===== src/erld_pkg.sv =====
// Shared constants for the escape run-length decoder.
// Used by the decoder top level and its port checker; no dependencies.
`default_nettype none

package erld_pkg;

	localparam int CodeW  = 8;
	localparam int CountW = 16;
	localparam int TotalW = 24;

	localparam logic [CodeW-1:0]  EscLong  = 8'hC0;
	localparam logic [CodeW-1:0]  LenMask  = 8'h3F;
	localparam logic [TotalW-1:0] TotalMax = 24'hFFFFFF;

endpackage

`default_nettype wire


===== src/escape_run_length_decoder.sv =====
// Escape run-length decoder: parses a compressed byte stream into run requests.
// Depends on erld_pkg.
//
// One compressed byte is taken per clock, back to back, unless in_stall holds
// the input. An accepted byte is first captured in an input register, then
// the token parser and the saturating 24-bit total adder work on it and load
// the result register. A byte below 0xC0 gives a run of one;
// 0xC1..0xFF opens a short run (count in the low six bits, value in the next
// byte); 0xC0 opens a long run (16-bit little-endian count, then value).
// Zero-length runs give no result unless they carry block_end. A block that
// ends inside a token gives one result with truncated and final_flag set.
// Every block end clears the parser and the running total. in_stall rises
// only while the result register holds a request that the sink stalls.
`default_nettype none

module escape_run_length_decoder
	import erld_pkg::*;
(
	input  wire logic              clk,
	input  wire logic              arst_n,
	input  wire logic              in_valid,
	output logic                   in_stall,
	input  wire logic [CodeW-1:0]  code_byte,
	input  wire logic              block_end,
	output logic                   out_valid,
	input  wire logic              out_stall,
	output logic [CodeW-1:0]       run_value,
	output logic [CountW-1:0]      run_count,
	output logic                   final_flag,
	output logic                   truncated,
	output logic [TotalW-1:0]      total_out
);

	typedef enum logic [2:0] {
		PH_IDLE = 3'd0,
		PH_SVAL = 3'd1,
		PH_LLO  = 3'd2,
		PH_LHI  = 3'd3,
		PH_LVAL = 3'd4
	} phase_t;

	// input register
	logic              v_s1;
	logic [CodeW-1:0]  byte_s1;
	logic              last_s1;

	// parser state
	phase_t            phase_q;
	logic [CountW-1:0] pend_q;
	logic [TotalW-1:0] total_q;

	// result register
	logic              ov_q;
	logic [CodeW-1:0]  val_q;
	logic [CountW-1:0] cnt_q;
	logic              fin_q;
	logic              trn_q;
	logic [TotalW-1:0] tot_q;

	logic              adv;
	logic              is_run;
	logic [CountW-1:0] run_cnt;
	phase_t            phase_d;
	logic [CountW-1:0] pend_d;
	logic [TotalW:0]   sum_w;
	logic [TotalW-1:0] sum_sat;
	logic              emit;
	logic              trunc;

	assign adv      = ~ov_q | ~out_stall;
	assign in_stall = v_s1 & ~adv;

	always_comb begin
		is_run  = 1'b0;
		run_cnt = '0;
		phase_d = phase_q;
		pend_d  = pend_q;
		unique case (phase_q)
			PH_SVAL, PH_LVAL: begin
				is_run  = 1'b1;
				run_cnt = pend_q;
			end
			PH_LLO: begin
				pend_d  = {{(CountW-CodeW){1'b0}}, byte_s1};
				phase_d = PH_LHI;
			end
			PH_LHI: begin
				pend_d  = {byte_s1, pend_q[CodeW-1:0]};
				phase_d = PH_LVAL;
			end
			default: begin
				if (byte_s1 < EscLong) begin
					is_run  = 1'b1;
					run_cnt = {{(CountW-1){1'b0}}, 1'b1};
				end else if (byte_s1 == EscLong) begin
					pend_d  = '0;
					phase_d = PH_LLO;
				end else begin
					pend_d  = {{(CountW-CodeW){1'b0}}, byte_s1 & LenMask};
					phase_d = PH_SVAL;
				end
			end
		endcase
	end

	assign sum_w   = {1'b0, total_q} + {{(TotalW+1-CountW){1'b0}}, run_cnt};
	assign sum_sat = sum_w[TotalW] ? TotalMax : sum_w[TotalW-1:0];
	assign emit    = is_run & ((run_cnt != '0) | last_s1);
	assign trunc   = ~is_run & last_s1;

	always_ff @(posedge clk or negedge arst_n) begin
		if (!arst_n) begin
			v_s1    <= 1'b0;
			ov_q    <= 1'b0;
			phase_q <= PH_IDLE;
			pend_q  <= '0;
			total_q <= '0;
		end else begin
			if (!in_stall) begin
				v_s1 <= in_valid;
			end
			if (adv) begin
				ov_q <= v_s1 & (emit | trunc);
			end
			if (adv && v_s1) begin
				if (last_s1) begin
					phase_q <= PH_IDLE;
					pend_q  <= '0;
					total_q <= '0;
				end else if (is_run) begin
					phase_q <= PH_IDLE;
					pend_q  <= '0;
					total_q <= sum_sat;
				end else begin
					phase_q <= phase_d;
					pend_q  <= pend_d;
				end
			end
		end
	end

	always_ff @(posedge clk) begin
		if (!in_stall && in_valid) begin
			byte_s1 <= code_byte;
			last_s1 <= block_end;
		end
		if (adv && v_s1) begin
			val_q <= is_run ? byte_s1 : '0;
			cnt_q <= is_run ? run_cnt : '0;
			fin_q <= last_s1;
			trn_q <= trunc;
			tot_q <= is_run ? sum_sat : total_q;
		end
	end

	assign out_valid  = ov_q;
	assign run_value  = val_q;
	assign run_count  = cnt_q;
	assign final_flag = fin_q;
	assign truncated  = trn_q;
	assign total_out  = tot_q;

endmodule

`default_nettype wire


===== config.mk =====
export PLATFORM = sky130hd
export DESIGN_NAME = escape_run_length_decoder
export DESIGN_NICKNAME = d
export VERILOG_FILES = /design/src/erld_pkg.sv /design/src/escape_run_length_decoder.sv
export SDC_FILE = /design/constraint.sdc
export NUM_CORES = 1
export LEC_CHECK = 0
export BUFFER_PORTS_ARGS = -buffer_cell sky130_fd_sc_hd__buf_2
export CAP_MARGIN = 40
export CORE_MARGIN = 5
export CORE_UTILIZATION = 63
export DETAILED_ROUTE_END_ITERATION = 8
export PLACE_DENSITY_LB_ADDON = 0.3
export SYNTH_ARGS = -nofsm -noshare
export SYNTH_HDL_FRONTEND = slang
export SYNTH_SLANG_ARGS = --single-unit

===== constraint.sdc =====
create_clock -name clk -period 9.4 [get_ports clk]
set_clock_uncertainty 0.05 [all_clocks]
set_input_delay 1.41 -clock clk [delete_from_list [all_inputs] [get_ports clk]]
set_output_delay 1.41 -clock clk [all_outputs]
set_load 0.03 [all_outputs]

=== Word-level counts from Yosys, hierarchy flattened ===
Cells that the tools add are included.
W data, S select, Z words.

* Output and inout port bits: 52
* Memory bits (read-only): 0
* Register bits: 104
* Memories: 0
* Input port bits: 13
* RAM bits: 0
* Bits in latches: 0
* Logic and storage cells: 60

* Multiplexer cells: 17
* Reduce and logical (&&, ||, !) cells: 8
* Add/subtract/negate cells: 1
* Div/mod/pow operators: 0
* Order comparisons: 1
* Multipliers: 0
* Shifts and indexed selects: 0
* Bitwise operators: 11
* Equality and inequality tests: 9

{| class="wikitable"
|+ Operators by type and width
! cell !! number
|-
| $mux W24 || 3
|-
| $mux W16 || 3
|-
| $pmux W16 S3 || 1
|-
| $pmux W16 S2 || 1
|-
| $add A24 B16 Y25 || 1
|-
| $reduce_bool A16 Y1 || 1
|-
| $mux W3 || 3
|-
| $pmux W3 S3 || 1
|-
| $eq A8 B8 Y1 const B || 1
|-
| $lt A8 B8 Y1 const B || 1
|-
| $eq A3 B2 Y1 const B || 2
|-
| $mux W6 || 1
|-
| $ne A3 B3 Y1 const B || 2
|-
| $ne A5 B3 Y1 const B || 1
|-
| $and A1 B1 Y1 || 4
|-
| $ne A4 B3 Y1 const B || 1
|-
| $not A1 Y1 || 4
|-
| $reduce_and A4 Y1 || 1
|-
| $reduce_or A2 Y1 || 2
|-
| $eq A3 B1 Y1 const B || 1
|-
| $eq A3 B3 Y1 const B || 1
|-
| $or A1 B1 Y1 || 3
|-
| $reduce_and A3 Y1 || 1
|-
| $logic_and A1 B1 Y1 || 2
|-
| 4 further kinds || 5
|}

=== Longest topological paths before layout ===
* Word-level depth: 8
* Mapped depth: 15
* Mapped depth without buffers: 13

=== Worst setup path before layout ===
No wires, ideal clock.

* Kind: input to register
* Start point: in out_stall
* End point: reg fin_q (netlist: final_flag) (enable)
* Stages on the path: 4
* Arrival time: 3.322 ns
* Path slack: 5.594 ns
* Cell sequence: nand2_1 nand2_1 clkinv_1 clkbuf_1

* Longest elaborated chain between the ends: 3

{| class="wikitable"
|+ RTL lines
! item !! RTL line !! text
|-
| from (decl) || escape_run_length_decoder.sv:26 || <nowiki>input wire logic out_stall,</nowiki>
|-
| $not A1 Y1 || escape_run_length_decoder.sv:70 || <nowiki>assign adv = ~ov_q | ~out_stall;</nowiki>
|-
| $or A1 B1 Y1 || escape_run_length_decoder.sv:70 ||
|-
| $logic_and A1 B1 Y1 || escape_run_length_decoder.sv:147 || <nowiki>if (adv && v_s1) begin</nowiki>
|-
| to (signal assigned) || escape_run_length_decoder.sv:150 || <nowiki>fin_q <= last_s1;</nowiki>
|-
| to (decl) || escape_run_length_decoder.sv:56 || <nowiki>logic fin_q;</nowiki>
|}

No other way between the ends.
A chain may end at the register's enable or synchronous reset.

=== Worst setup path in the final report ===
* Start point: reg phase_q[0]
* End point: reg tot_q[3] (netlist: total_out[3]), data pin

* Longest elaborated chain between the ends: 6

{| class="wikitable"
|+ RTL lines
! item !! RTL line !! text
|-
| from (decl) || escape_run_length_decoder.sv:48 || <nowiki>phase_t phase_q;</nowiki>
|-
| from (signal assigned) || escape_run_length_decoder.sv:135 || <nowiki>phase_q <= phase_d;</nowiki>
|-
| $eq A3 B2 Y1, or another cell as far along || escape_run_length_decoder.sv:78 || <nowiki>unique case (phase_q)</nowiki>
|-
| $reduce_or A2 Y1, on equally long branches || n/a ||
|-
| $pmux W16 S2 (*) || escape_run_length_decoder.sv:78 ||
|-
| named net run_cnt[0] || escape_run_length_decoder.sv:62 || <nowiki>logic [CountW-1:0] run_cnt;</nowiki>
|-
| $add A24 B16 Y25 (*) || escape_run_length_decoder.sv:106 || <nowiki>assign sum_w = {1'b0, total_q} + {{(TotalW+1-CountW){1'b0}}, run_cnt};</nowiki>
|-
| $mux W24 (*) || escape_run_length_decoder.sv:107 || <nowiki>assign sum_sat = sum_w[TotalW] ? TotalMax : sum_w[TotalW-1:0];</nowiki>
|-
| $mux W24 (*) || n/a ||
|-
| to (signal assigned) || escape_run_length_decoder.sv:152 || <nowiki>tot_q <= is_run ? sum_sat : total_q;</nowiki>
|-
| to (decl) || escape_run_length_decoder.sv:58 || <nowiki>logic [TotalW-1:0] tot_q;</nowiki>
|}

Mark *: on every way through the listed nets, which the timed path passes. The rest lies on a longest branch.

==> impl_metrics.csv <==
group,metric,value,unit
outcome,outcome,"completed",
worst_hold_path,min_path_type,"flop to flop",
pwr,seqPwrFrac,50.4,%
pwr,internal-power,0.762,mW
synthesis,synthesis.nets,497,
pwr,power.leakage,2.54,nW
setup_path,critical_path.startpoint_type,"flop",
setup_path,path_max_fanout,12,
timing,finalHoldViolCount,0,
pwr,powerDensity,197,nW/um^2
die,die_width,101,um
setup_path,r2r_cells,12,
place,pre_cts_slack,5.00,ns
drt,drtAntennaViolNets,0,
drt,vias,3977,
run,cap_violations,0,
timing,fin_crit_sh,43.7,%
cells_and_area,layout_common_cells,"65 x buf_2, 59 x edfxtp_1, 45 x nor2_1, 45 x dfrtp_1",
clock_network,tritoncts,"built",
pwr,clkPwrFrac,25.6,%
die,floorplan.initialDensity,64.1,%
pwr,power.total,1.15,mW
cells_and_area,synthToLayoutAreaGrowth,11.9,%
timing,rsz0062_at_grt,"false",
timing,clock.fmax,244,MHz
die,dieArea,10200,um^2
synthesis,avgSynthCellArea,11.2,um^2
place,place.gp.congestion,0.923,
setup_path,crit_type,"flop to flop",
timing,setup_slack,5.30,ns
timing,whs,0.472,ns
drt,viasPerCell,6.23,
place,place_hpwl,8530,um
die,core_area,8130,um^2
synthesis,yosysWarnings,0,
drt,route.detailed.drc,0,
setup_path,worstPathBufferInverterCount,1,
drt,wl_per_cell,19.0,um
die,ios,65,
pwr,vdd_ir_drop_max,0.110,mV
synthesis,synth_flop_cell,"edfxtp_1",
timing,slew_violations,0,
setup_path,cp_cell_sequence,"xnor2_1, a32o_1, nor2_1, ha_1, fa_1, a211oi_1, o211ai_1, nand3_2, a21oi_2, nor2_1, buf_4, a21oi_1",
clock_network,htreeDepth,3,
cells_and_area,drive_gt1_share,19.5,%
pwr,p_sw,0.391,mW
timing,setup_violations,0,
synthesis,synth_edf_count,59,
setup_path,required,9.48,ns
place,port_buffers,64,
global_routing,track_usage,24.4,%
die,rows,33,
synthesis,ys_seq_area_share,55.6,%
drt,drt_wl_total,12100,um
global_routing,grt_max_degree,50,
setup_path,critPathMostFrequentCell,"nor2_1",
cells_and_area,final_common_cell,"buf_2",
pwr,power_frac_comb,23.9,%
drt,dr.pass1.iters,5,
worst_hold_path,min_path_cells,2,
setup_path,crit_arrival,4.18,ns
clock_network,cts_setup_buffers,0,
synthesis,async_flop_share,43.3,%
cells_and_area,fin_nets,558,
synthesis,synthCells,467,
global_routing,grt_pass1_vias,3843,
clock_network,cts_root_buf,"clkbuf_8",
global_routing,grt_pass1_wl,19300,um
setup_path,slowest_stage,"a32o_1",
setup_path,slowest_delay,0.56,ns
timing,tns,0,ns
cells_and_area,antennaDiodeCount,0,
timing,final.min_clock_period,4.10,ns
setup_path,cp_top_family,"compound AO/OA/AOI/OAI gates",
global_routing,grt_overflow,0,
clock_network,clockBufferDepth,2,
setup_path,rrSetupSlack,5.30,ns
clock_network,clock_sinks,104,
pwr,p_sw_share,33.9,%
cells_and_area,post-route-util,71.8,%
clock_network,cts_resized,0,
die,die_h,101,um
clock_network,cts_made_buffers,9,
drt,drt-initial-drc-count,192,
synthesis,ys_types,65,
timing,worst_pin_slew,0.893,ns
clock_network,clk_latency,0.37,ns
synthesis,synth_area,5220,um^2
clock_network,clk_pin_slew,0.11,ns
timing,max_slew_margin,40.3,%
setup_path,cp_num_cells,12,
clock_network,hold_buffers,0,
setup_path,crit_path_end_kind,"flop",
synthesis,ys_seq_elements,104,
global_routing,antenna_found_initial,0,
==> synthesized netlist by cell type, types with 2 or more instances <==
library cell / instances / area [um^2]
buf_2: 4 / 20.0
a21o_1: 8 / 60.1
and4_1: 6 / 52.6
o21ai_0: 30 / 150
a41o_1: 2 / 20.0
nor3_1: 6 / 30.0
clkbuf_1: 13 / 48.8
ha_1: 16 / 200
nand3_1: 3 / 15.0
dfrtp_1: 45 / 1130
xnor2_1: 8 / 70.1
edfxtp_1: 59 / 1770
nand3_2: 2 / 20.0
a22o_1: 17 / 149
o21a_1: 3 / 22.5
a21oi_1: 43 / 215
a21oi_2: 2 / 17.5
a31oi_1: 11 / 68.8
and2_1: 43 / 269
a31o_2: 2 / 17.5
nand2_1: 26 / 97.6
nand4_1: 2 / 12.5
o21bai_1: 4 / 30.0
nor2_1: 45 / 169
o211ai_1: 3 / 22.5
inv_1: 7 / 26.3
nand2b_1: 2 / 12.5
nor4_1: 6 / 37.5
buf_6: 2 / 22.5
xor2_1: 5 / 43.8
and3_1: 6 / 37.5
a211oi_1: 3 / 22.5
==> metrics by stage <==
stage | cells | cell area [um^2]
floorplan | 467 | 5220
global placement | 619 | 5590
finish | 638 | 5840
detailed placement | 622 | 5620
global route | 638 | 5840
CTS | 638 | 5840
==> per-layer routing <==
| layer | vias up | GRT usage [%] | wire length (um) | part of all wire [%] |
|---|---|---|---|---|
| li1 | 1870 | - | - | - |
| met1 | 1941 | 32.7 | 5200 | 43 |
| met2 | 140 | 40.3 | 6000 | 50 |
| met3 | 26 | 3.60 | 649 | 5.4 |
| met4 | 0 | 9.92 | 268 | 2.2 |
| met5 | - | 0 | 0 | 0 |
==> state kept, by name, summed over array words and instances, names as in the netlist, 3 cells and up <==
signal / flops
byte_s1: 8
pend_q: 16
phase_q: 3
run_count: 16
run_value: 8
total_out: 24
total_q: 24
==> worst paths after layout <==
kind / startpoint / to
worst max-delay path: phase_q[0] / total_out[3]
worst min-delay path: out_valid / out_valid
worst max register to register: phase_q[0] / total_out[3]
worst min register to register: out_valid / out_valid
max in group asynchronous: arst_n / pend_q[5]
min in group asynchronous: arst_n / total_q[5]
==> power by group through the flow <==
| stage | clock [mW] | sequential, mW | combinational (mW) |
|---|---|---|---|
| 3_3_place_gp | 0 | 0.587 | 0.263 |
| 3_5_place_dp | 0 | 0.590 | 0.274 |
| 4_1_cts | 0.297 | 0.581 | 0.275 |
| 5_1_grt | 0.314 | 0.586 | 0.300 |
| 2_1_floorplan | 0 | 0.637 | 0.147 |
| 6_report | 0.296 | 0.582 | 0.276 |
==> cell families (layout without fill, tap and decap cells) <==
group           count (synthesis)  count (layout)  synth area share [%]
xor+xnor                       13              13                  2.18
flops                         104             104                  55.6
mux                             2               2                 0.480
fa+ha+maj                      17              17                  4.22
buf+inv                        28              94                  2.47
simple gates                  155             155                  15.6
compound gates                148             148                  19.5
==> worst reg2reg max path: cells and delay by family, from the launching register on <==
kind | cells | cell delay (ns)
AO/OA/AOI/OAI | 5 | 1.38
AND/OR/NAND/NOR | 3 | 0.71
adder cells (fa/ha/maj) | 2 | 0.68
flip-flops | 1 | 0.44
XOR/XNOR | 1 | 0.32
buffers and inverters | 1 | 0.27
==> cell type report <==
| type | count | area [um^2] |
|---|---|---|
| Sequential cell | 104 | 2900 |
| Timing Repair Buffer | 70 | 375 |
| Tap cell | 105 | 131 |
| Inverter | 8 | 30.0 |
| Fill cell | 599 | 2290 |
| Clock buffer | 9 | 124 |
| Clock inverter | 7 | 91.3 |
| Multi-Input combinational cell | 335 | 2190 |
(Power assumes the default switching activity.)
